File: config.mk
export PLATFORM = sky130hd
export DESIGN_NAME = spi_slave_frame_receiver
export DESIGN_NICKNAME = d
export VERILOG_FILES = /design/src/hdl/ssfr_pkg.sv /design/src/hdl/ssfr_store.sv /design/src/hdl/spi_slave_frame_receiver.sv
export SDC_FILE = /design/constraint.sdc
export NUM_CORES = 1
export LEC_CHECK = 0
export BUFFER_PORTS_ARGS = -buffer_cell sky130_fd_sc_hd__buf_2
export CORE_MARGIN = 3
export CORE_UTILIZATION = 55
export DETAILED_ROUTE_END_ITERATION = 10
export PLACE_DENSITY = 0.69
export SYNTH_ARGS = -nofsm -noshare
export SYNTH_HDL_FRONTEND = slang
export SYNTH_SLANG_ARGS = --single-unit
File: constraint.sdc
create_clock -name clk -period 4.3 [get_ports clk]
set_input_delay 0.86 -clock clk [delete_from_list [all_inputs] [get_ports clk]]
set_output_delay 0.86 -clock clk [all_outputs]
set_load 0.005 [all_outputs]
File: src/hdl/ssfr_pkg.sv
// ----------------------------------------------------------------------------
// SPI frame receiver package
// Shared types and constants for the frame receiver and its byte store.
// ----------------------------------------------------------------------------
package ssfr_pkg;

    localparam int BITS_PER_BYTE = 8;
    localparam int RESULT_LIMIT  = 16;

    localparam logic [4:0] FRAME_BYTES_RESET = 5'd16;
    localparam logic [7:0] BYTE_MSB_MASK     = 8'h80;

    localparam logic MODE_CLOCK  = 1'b0;
    localparam logic MODE_SELECT = 1'b1;

    typedef enum logic [1:0] {
        ST_IDLE,
        ST_READ,
        ST_LOAD
    } ssfr_state_t;

    typedef struct packed {
        logic wr_en;
        logic rd_en;
        logic clear;
    } ssfr_store_ctl_t;

endpackage

File: src/hdl/ssfr_store.sv
// ----------------------------------------------------------------------------
// SPI frame byte store
// Synchronous byte memory with a registered read; per-entry valid bits
// make an unwritten entry read as zero and let one clear empty the whole frame.
// ----------------------------------------------------------------------------
module ssfr_store #(
    parameter int DEPTH = 16,
    localparam int AW = (DEPTH > 1) ? $clog2(DEPTH) : 1
) (
    input  logic                    clk,
    input  logic                    rst_n,
    input  ssfr_pkg::ssfr_store_ctl_t ctl,
    input  logic [AW-1:0]           wr_addr,
    input  logic [7:0]              wr_data,
    input  logic [AW-1:0]           rd_addr,
    output logic [7:0]              rd_data
);

    logic [7:0]       mem [DEPTH];
    logic [DEPTH-1:0] vld_reg;
    logic [7:0]       rd_data_reg;
    logic             rd_vld_reg;

    always_ff @(posedge clk)
    begin
        if (ctl.wr_en)
        begin
            mem[wr_addr] <= wr_data;
        end
        if (ctl.rd_en)
        begin
            rd_data_reg <= mem[rd_addr];
        end
    end

    always_ff @(posedge clk or negedge rst_n)
    begin
        if (!rst_n)
        begin
            vld_reg    <= '0;
            rd_vld_reg <= 1'b0;
        end
        else
        begin
            if (ctl.clear)
            begin
                vld_reg <= '0;
            end
            else if (ctl.wr_en)
            begin
                vld_reg[wr_addr] <= 1'b1;
            end
            if (ctl.rd_en)
            begin
                rd_vld_reg <= vld_reg[rd_addr];
            end
        end
    end

    // entry never written since the last clear reads as zero
    assign rd_data = rd_vld_reg ? rd_data_reg : 8'h00;

endmodule

File: src/hdl/spi_slave_frame_receiver.sv
// ----------------------------------------------------------------------------
// SPI slave frame receiver
// Receive-only SPI slave, MSB first, fed with pin events; emits the frame
// bytes from a byte store when select goes high after data arrived.
// ----------------------------------------------------------------------------
// Throughput: one pin event per cycle while no readout runs; each frame byte
//   is read out by a store read (ST_READ), then an output load (ST_LOAD) that waits out any output stall.
// After the select event, a frame's first byte goes through ST_READ, then ST_LOAD.
// Input is held off while a frame is read out of the store.
// Reset (async, active low) resets all control state with select taken as high,
//   clears the store valid bits and sets frame_bytes to 16; no clearing pass is needed.
// ----------------------------------------------------------------------------
module spi_slave_frame_receiver #(
    parameter int MAX_BYTES = 16
) (
    input  logic       clk,
    input  logic       rst_n,

    // pin event channel
    input  logic       in_valid,
    output logic       in_stall,
    input  logic       mode,
    input  logic       mosi_bit,
    input  logic       ss_level,

    // frame byte channel
    output logic       out_valid,
    input  logic       out_stall,
    output logic [7:0] data_byte,
    output logic [3:0] byte_index,
    output logic       last_byte,
    output logic       overflow,

    // frame length register write
    input  logic       cfg_valid,
    output logic       cfg_ready,
    input  logic [4:0] cfg_data
);

    // Usable capacity: the store never needs more entries than one frame
    // can deliver.
    localparam int CAP   = (MAX_BYTES < ssfr_pkg::RESULT_LIMIT) ?
                           MAX_BYTES : ssfr_pkg::RESULT_LIMIT;
    localparam int AW    = (CAP > 1) ? $clog2(CAP) : 1;
    localparam int CNT_W = $clog2(ssfr_pkg::BITS_PER_BYTE * CAP + 1);

    ssfr_pkg::ssfr_state_t state_reg, state_next;

    logic [CNT_W-1:0] bit_count_reg, bit_count_next;
    logic [7:0]       acc_reg, acc_next;
    logic             select_high_reg, select_high_next;
    logic             frame_empty_reg, frame_empty_next;
    logic             overflow_seen_reg, overflow_seen_next;
    logic [3:0]       rd_idx_reg, rd_idx_next;
    logic [4:0]       frame_bytes_reg;

    logic             out_valid_reg, out_valid_next;
    logic [7:0]       data_byte_reg, data_byte_next;
    logic [3:0]       byte_index_reg, byte_index_next;
    logic             last_byte_reg, last_byte_next;
    logic             overflow_out_reg, overflow_out_next;

    logic             in_fire;
    logic             out_free;
    logic             rd_last;
    logic [4:0]       n_eff;
    logic [7:0]       bit_limit;
    logic [7:0]       wr_byte;
    logic [7:0]       rd_data;
    logic [AW-1:0]    wr_addr;
    logic [AW-1:0]    rd_addr;

    ssfr_pkg::ssfr_store_ctl_t store_ctl;

    // ------------------------------------------------------------------
    // Configuration: frame length, taken only while idle by contract
    // ------------------------------------------------------------------
    assign cfg_ready = 1'b1;

    always_ff @(posedge clk or negedge rst_n)
    begin
        if (!rst_n)
        begin
            frame_bytes_reg <= ssfr_pkg::FRAME_BYTES_RESET;
        end
        else if (cfg_valid && cfg_ready)
        begin
            frame_bytes_reg <= cfg_data;
        end
    end

    // Clamp the programmed length to 1..CAP.
    always_comb
    begin
        if (frame_bytes_reg == 5'd0)
        begin
            n_eff = 5'd1;
        end
        else if (frame_bytes_reg > 5'(CAP))
        begin
            n_eff = 5'(CAP);
        end
        else
        begin
            n_eff = frame_bytes_reg;
        end
    end

    assign bit_limit = {n_eff, 3'b000};

    // ------------------------------------------------------------------
    // Handshakes
    // ------------------------------------------------------------------
    // Accept pin events whenever no readout runs; the output register
    // decouples a waiting byte from the input side.
    assign in_stall = (state_reg != ssfr_pkg::ST_IDLE);
    assign in_fire  = in_valid && !in_stall;
    assign out_free = !out_valid_reg || !out_stall;
    assign rd_last  = ((5'(rd_idx_reg) + 5'd1) == n_eff);

    // The byte under assembly is forwarded from acc_reg, so a bit write
    // never waits for a store read. A new byte starts from zero.
    assign wr_byte = ((bit_count_reg[2:0] == 3'd0) ? 8'h00 : acc_reg) |
                     (mosi_bit ? (ssfr_pkg::BYTE_MSB_MASK >> bit_count_reg[2:0]) : 8'h00);
    assign wr_addr = bit_count_reg[3 +: AW];
    assign rd_addr = rd_idx_reg[AW-1:0];

    // ------------------------------------------------------------------
    // Next state and store control
    // ------------------------------------------------------------------
    always_comb
    begin
        state_next         = state_reg;
        bit_count_next     = bit_count_reg;
        acc_next           = acc_reg;
        select_high_next   = select_high_reg;
        frame_empty_next   = frame_empty_reg;
        overflow_seen_next = overflow_seen_reg;
        rd_idx_next        = rd_idx_reg;

        // drop the output byte once taken
        out_valid_next     = out_valid_reg && out_stall;
        data_byte_next     = data_byte_reg;
        byte_index_next    = byte_index_reg;
        last_byte_next     = last_byte_reg;
        overflow_out_next  = overflow_out_reg;

        store_ctl          = '0;

        case (state_reg)
            ssfr_pkg::ST_IDLE:
            begin
                if (in_fire)
                begin
                    if (mode == ssfr_pkg::MODE_CLOCK)
                    begin
                        // ignore clock edges while deselected
                        if (!select_high_reg)
                        begin
                            frame_empty_next = 1'b0;
                            if (8'(bit_count_reg) < bit_limit)
                            begin
                                store_ctl.wr_en = 1'b1;
                                acc_next        = wr_byte;
                                bit_count_next  = bit_count_reg + CNT_W'(1);
                            end
                            else
                            begin
                                // frame full: drop the bit, flag it
                                overflow_seen_next = 1'b1;
                            end
                        end
                    end
                    else
                    begin
                        select_high_next = ss_level;
                        if (ss_level && !frame_empty_reg)
                        begin
                            rd_idx_next = 4'd0;
                            state_next  = ssfr_pkg::ST_READ;
                        end
                    end
                end
            end

            ssfr_pkg::ST_READ:
            begin
                store_ctl.rd_en = 1'b1;
                state_next      = ssfr_pkg::ST_LOAD;
            end

            ssfr_pkg::ST_LOAD:
            begin
                // hold the read byte until the output register frees up
                if (out_free)
                begin
                    out_valid_next    = 1'b1;
                    data_byte_next    = rd_data;
                    byte_index_next   = rd_idx_reg;
                    last_byte_next    = rd_last;
                    overflow_out_next = overflow_seen_reg;
                    if (rd_last)
                    begin
                        // frame done: clear store, count and flags
                        store_ctl.clear    = 1'b1;
                        bit_count_next     = '0;
                        frame_empty_next   = 1'b1;
                        overflow_seen_next = 1'b0;
                        state_next         = ssfr_pkg::ST_IDLE;
                    end
                    else
                    begin
                        rd_idx_next = rd_idx_reg + 4'd1;
                        state_next  = ssfr_pkg::ST_READ;
                    end
                end
            end

            default:
            begin
                state_next = ssfr_pkg::ST_IDLE;
            end
        endcase
    end

    // ------------------------------------------------------------------
    // Registers
    // ------------------------------------------------------------------
    always_ff @(posedge clk or negedge rst_n)
    begin
        if (!rst_n)
        begin
            state_reg         <= ssfr_pkg::ST_IDLE;
            bit_count_reg     <= '0;
            select_high_reg   <= 1'b1;
            frame_empty_reg   <= 1'b1;
            overflow_seen_reg <= 1'b0;
            rd_idx_reg        <= 4'd0;
            out_valid_reg     <= 1'b0;
        end
        else
        begin
            state_reg         <= state_next;
            bit_count_reg     <= bit_count_next;
            select_high_reg   <= select_high_next;
            frame_empty_reg   <= frame_empty_next;
            overflow_seen_reg <= overflow_seen_next;
            rd_idx_reg        <= rd_idx_next;
            out_valid_reg     <= out_valid_next;
        end
    end

    // payload registers, no reset
    always_ff @(posedge clk)
    begin
        acc_reg          <= acc_next;
        data_byte_reg    <= data_byte_next;
        byte_index_reg   <= byte_index_next;
        last_byte_reg    <= last_byte_next;
        overflow_out_reg <= overflow_out_next;
    end

    assign out_valid  = out_valid_reg;
    assign data_byte  = data_byte_reg;
    assign byte_index = byte_index_reg;
    assign last_byte  = last_byte_reg;
    assign overflow   = overflow_out_reg;

    // ------------------------------------------------------------------
    // Byte store
    // ------------------------------------------------------------------
    ssfr_store #(
        .DEPTH (CAP)
    ) u_store (
        .clk     (clk),
        .rst_n   (rst_n),
        .ctl     (store_ctl),
        .wr_addr (wr_addr),
        .wr_data (wr_byte),
        .rd_addr (rd_addr),
        .rd_data (rd_data)
    );

    // ------------------------------------------------------------------
    // Assertions
    // ------------------------------------------------------------------
    a_bit_count_bound: assert property (@(posedge clk) disable iff (!rst_n)
        8'(bit_count_reg) <= 8'(ssfr_pkg::BITS_PER_BYTE * CAP))
        else $error("bit count beyond store capacity");

    a_out_from_load: assert property (@(posedge clk) disable iff (!rst_n)
        $rose(out_valid) |-> $past(state_reg == ssfr_pkg::ST_LOAD))
        else $error("output byte appeared outside a store readout");

    a_frame_start: assert property (@(posedge clk) disable iff (!rst_n)
        (in_fire && mode == ssfr_pkg::MODE_SELECT && ss_level && !frame_empty_reg)
        |=> (state_reg == ssfr_pkg::ST_READ && rd_idx_reg == 4'd0))
        else $error("frame readout did not start at byte zero");

    a_frame_clear: assert property (@(posedge clk) disable iff (!rst_n)
        (state_reg == ssfr_pkg::ST_LOAD && out_free && rd_last)
        |=> (bit_count_reg == '0 && frame_empty_reg && !overflow_seen_reg
             && last_byte && out_valid))
        else $error("frame state not cleared after last byte");

endmodule

**Yosys cells after proc, flatten, opt, wreduce, memory -nomap -nowiden**

Memories as Yosys holds them, arrays and structs flattened. A register that Yosys moved wholly into a read port is not among the register bits.
Cells that the tools add are included.
W data, S select, Z words.

- Add/sub/neg operators: 3
- Magnitude comparators: 5
- Eq/ne operators: 13
- Shift-type cells: 1
- Muxes and demuxes: 55
- Bitwise gates (word level): 4
- Reductions and logical operators: 23

Operator list:

| cell | count |
|---|---|
| $mux W8 | 8 |
| $mux W16 | 2 |
| $mux W1 | 27 |
| $mux W4 | 5 |
| $ne A2 B2 Y1 const B | 10 |
| $or A16 B16 Y16 | 1 |
| $pmux W8 S2 | 1 |
| $reduce_and A7 Y1 | 2 |
| $reduce_and A6 Y1 | 2 |
| $lt A4 B5 Y1 const B | 2 |
| $mux W5 | 2 |
| $add A8 B1 Y8 const B | 1 |
| $lt A8 B8 Y1 | 1 |
| $mux W2 | 4 |
| $or A8 B8 Y8 | 1 |
| $pmux W4 S2 | 1 |
| $shr A8 B3 Y8 const A | 1 |
| $pmux W2 S3 | 1 |
| $reduce_bool A2 Y1 | 3 |
| $add A4 B1 Y5 const B | 1 |
| $eq A5 B5 Y1 | 1 |
| $gt A5 B5 Y1 const B | 1 |
| $logic_not A5 Y1 | 1 |
| $reduce_and A5 Y1 | 1 |
| 16 further kinds | 24 |

- Register bits: 62
- RAM bits: 128
- Input port bits: 13
- Output and inout bits: 17
- Logic and storage cells: 120
- Memories kept: 1

Memories:

| memory | words | bits a word | rd ports | clocked after Yosys merged registers in | write ports | line | source |
|---|---|---|---|---|---|---|---|
| u_store.mem | 16 | 8 | 1 | 1 | 1 | ssfr_store.sv:19 | `logic [7:0] mem [DEPTH];` |

**Logic depth before layout (Yosys ltp)**

- Depth after elaboration: 11
- Depth in mapped cells: 10
- Depth with buffers taken out: 9

**By module**

A second synthesis with hierarchy kept.

- Cell total of the unflattened synthesis: 470
- Area, all modules: 8276.7 um^2

By module, submodules not included:

| module | times used | cells an instance | area each (um^2) | seq. area each (um^2) |
|---|---|---|---|---|
| ssfr_store | 1 | 276 | 6007.0 | 4509.3 |
| spi_slave_frame_receiver | 1 | 194 | 2269.7 | 1239.9 |

**Least setup slack after synthesis**

Ideal clock, no wire load.

- Path type: reg2reg
- Start point: reg frame_bytes_reg[4]
- End point: mem u_store.mem[9][0], enable pin
- Library setup time: 370 ps
- Arrival: 2511 ps
- Setup slack: 1419 ps
- Stages on the path, launching flop included: 11
- Cell sequence: dfstp_2 -> inv_1 -> nand2_1 -> ha_1 -> and3_1 -> a221o_1 -> a311o_1 -> inv_2 -> buf_6 -> nand2_1 -> nor2_1

- Cells in the longest elaborated chain, start to end: 11
- Elaborated cells on any way between the ends: 12

RTL lines:

| element | line | source |
|---|---|---|
| start: declaration | spi_slave_frame_receiver.sv:55 | `logic [4:0] frame_bytes_reg;` |
| start signal: assignment | spi_slave_frame_receiver.sv:84 | `frame_bytes_reg <= ssfr_pkg::FRAME_BYTES_RESET;` |
| start signal: assignment | spi_slave_frame_receiver.sv:88 | `frame_bytes_reg <= cfg_data;` |
| $gt A5 B5 Y1 | spi_slave_frame_receiver.sv:99 | `else if (frame_bytes_reg > 5'(CAP))` |
| $mux W5 | spi_slave_frame_receiver.sv:99 |  |
| $mux W5 * | spi_slave_frame_receiver.sv:95 | `if (frame_bytes_reg == 5'd0)` |
| $lt A8 B8 Y1 * | spi_slave_frame_receiver.sv:161 | `if (8'(bit_count_reg) < bit_limit)` |
| $mux W1 * | spi_slave_frame_receiver.sv:161 |  |
| $mux W1 * | spi_slave_frame_receiver.sv:158 | `if (!select_high_reg)` |
| $mux W1 * | spi_slave_frame_receiver.sv:155 | `if (mode == ssfr_pkg::MODE_CLOCK)` |
| $mux W1 * | spi_slave_frame_receiver.sv:153 | `if (in_fire)` |
| $mux W1 * | spi_slave_frame_receiver.sv:150 | `case (state_reg)` |
| $mux W1 * | ssfr_store.sv:26 | `if (ctl.wr_en)` |
| $mux W1 (not written as such) * | ssfr_store.sv:28 | `mem[wr_addr] <= wr_data;` |
| end: declaration | ssfr_store.sv:19 |  |

Every way passes the cells marked *; elsewhere a longest branch is shown, timed or not.

**Final worst setup path**

- Start point: reg frame_bytes_reg[4]
- End point: mem u_store.mem[15][4], enable pin

Same word-level chain as after synthesis.

==> results.md <==
* Worst min path class: reg -> reg
* Vias in the first global route at 4,605
* Routed Antenna Nets at 0
* Routability congestion estimate at 0.894
* Hold-fix buffers, CTS at 0
* Setup TNS at 0 ps
* DRC viols at 0
* Gr usage total at 22.6%
* Core Area at 14,600 µm²
* Vias at 4,754
* Register area share after synthesis at 69.3%
* DP Wirelength at 11.7 mm
* Worst Clk Skew at 12.3 ps
* # clock sinks at 198
* Avg WL per Cell at 23.8 µm
* Finish-stage setup viols at 0
* Reg clk slew, reported paths at 70 ps
* Fin area at 9150 µm²
* Synth area leader: edfxtp_1
* Die width at 129 µm
* Synth Instances at 530
* Layout net count at 579
* Initial antenna violation count at 0
* P_leak at 3.34 nW
* Area occupied by multi-input gates at 2390 µm²
* CP required at 4380 ps
* Startpoint Class: flip-flop
* Diodes inserted at 0
* Final WS setup at 967 ps
* Chip height at 129 µm
* CP endpoint kind: flip-flop
* Area growth syn-to-layout at 10.3%
* Initial drt markers at 688
* Post-synth EDFFs at 158
* First-pass detailed-route iteration total at 5
* Clock buffer depth at 2
* I/O Buffers at 28
* First-pass GRT wire length at 27.4 mm
* Die area at 16,600 µm²
* Max Freq at 0.300 GHz
* Storage element area at 5750 µm²
* H-Tree Level Count at 4
* Post-synth ARST share at 20.2%
* RSZ-0062 raised after global routing: false
* Clk root buf: clkbuf_16
* Synthesized area at 8300 µm²
* Post-Syn Nets at 554
* Commonest cells in the netlist: edfxtp_1, dfrtp_1, nor2_1, nand2_1, mux2i_1
* Measured slew at the worst slew-check pin at 1240 ps
* WHS at 464 ps
* Pre-CTS setup slack at 998 ps
* Setup Fix Bufs, Post-CTS at 0
* Maximum fanout along the worst path at 20
* PwrDens at 593 nW/µm²
* Count leader, synth: edfxtp_1
* Count of final max-slew check failures at 0
* Critical path class: reg -> reg
* Vias/cell at 6.32
* Top cell type's share of synthesized area at 57.2%
* Starting Density at 56.7%
* Flops & latches, synth at 198
* Largest net degree at the start of global routing at 45
* Clk_lat worst skew at 430 ps
* Most common flop cell mapped by yosys: edfxtp_1
* VDD IR max at 300 µV
* CTS tree: yes
* Fill count at 1,030
* Flop2flop setup slack at 970 ps
* Status: finished clean
* Slew Limit Headroom at 17.2%
* Final cell utilization of the core at 62.5%
* WL final at 17.9 mm
* Share of cells above drive strength 1 at 20.6%
* Worst endpoint data arrival time at 3410 ps
* Count of cell types in the netlist at 57
* TritonCTS Buffers at 17
* Synthesized area per cell at 15.7 µm²
* Final Critical Period at 3330 ps
* Fin crit share at 77.5%
* Ports at 30
* Max FFs per register at 128
* Gr ovfl total at 0
* Largest cells by area after synthesis: edfxtp_1, dfrtp_1, mux4_2, mux2i_1, mux2_2
* Hold Violations, Final at 0
* Row count at 44
* Cell area after placement at 8580 µm²
* # resized after CTS at 0
* Ys Warns at 0
* Max_cap viols at 0
==> cell usage in the layout, fill, tap and decap left out, types with 5 or more instances in the layout <==
cell	instances
edfxtp_1	158
dfrtp_1	36
nor2_1	29
nand2_1	28
buf_2	28
mux2i_1	25
mux4_2	21
o21ai_0	20
a21oi_1	17
clkbuf_16	17
mux2_2	15
a31oi_1	15
and2_1	12
and3_1	12
inv_1	11
ha_1	11
a221oi_1	8
a22oi_1	8
nor2b_1	7
nand2b_1	6
nand3_1	6
clkinv_4	5
==> worst max-delay path, cell delays in order, from the launching register on <==
cell     delay, ps
dfstp_2        550
inv_1          110
ha_1           310
and3_1         210
a221o_1        390
a311o_1        380
inv_2          240
buf_4          310
and3_1         470
==> cell type report <==
cell class	count	share of cell area, %
sequential	198	62.8
inverter	13	0.533
clock inverter	15	1.57
clock buffer	17	4.65
timing repair buffer	31	1.78
multi-input combinational	294	26.1
tap	184	2.52
==> power by group <==
group,switching [W],internal [W]
combinational,0.000829,0.000487
clock,0.000710,0.000812
sequential,0.000162,0.00243
total,0.00170,0.00373
==> worst paths after layout <==
path	from	endpoint	cells after the start
worst max-delay path	frame_bytes_reg[4]	u_store.mem[15][4]	8
worst min-delay path	frame_empty_reg	frame_empty_reg	2
worst max register to register	frame_bytes_reg[4]	u_store.mem[15][4]	8
worst min register to register	frame_empty_reg	frame_empty_reg	2
max in group asynchronous	rst_n	rd_addr[0]	1
min in group asynchronous	rst_n	bit_count_reg[1]	1
==> through the flow <==
stage	instances	power [W]
after global placement	720	0.00391
after detailed placement	720	0.00393
after global routing	752	0.00567
after floorplan	530	0.00346
after CTS	752	0.00545
final	752	0.00543
==> routing by layer <==
metal,GRT usage (%),part of all wire (%)
met5,0,0
met4,6.86,1.5
met3,6.19,7.6
met2,33.8,47
met1,33.0,44
==> logic make-up after synthesis <==
group | Yosys count | share of synthesized area, %
adders and majority gates | 11 | 1.66
buffers and inverters | 38 | 2.02
and+or+nand+nor | 115 | 7.12
other | 1 | 0.0452
AOI/OAI and AO/OA | 104 | 8.76
muxes | 61 | 10.7
DFF | 198 | 69.3
xor gates and xnor gates | 2 | 0.392
No activity file was read; power rests on OpenSTA's default activity.
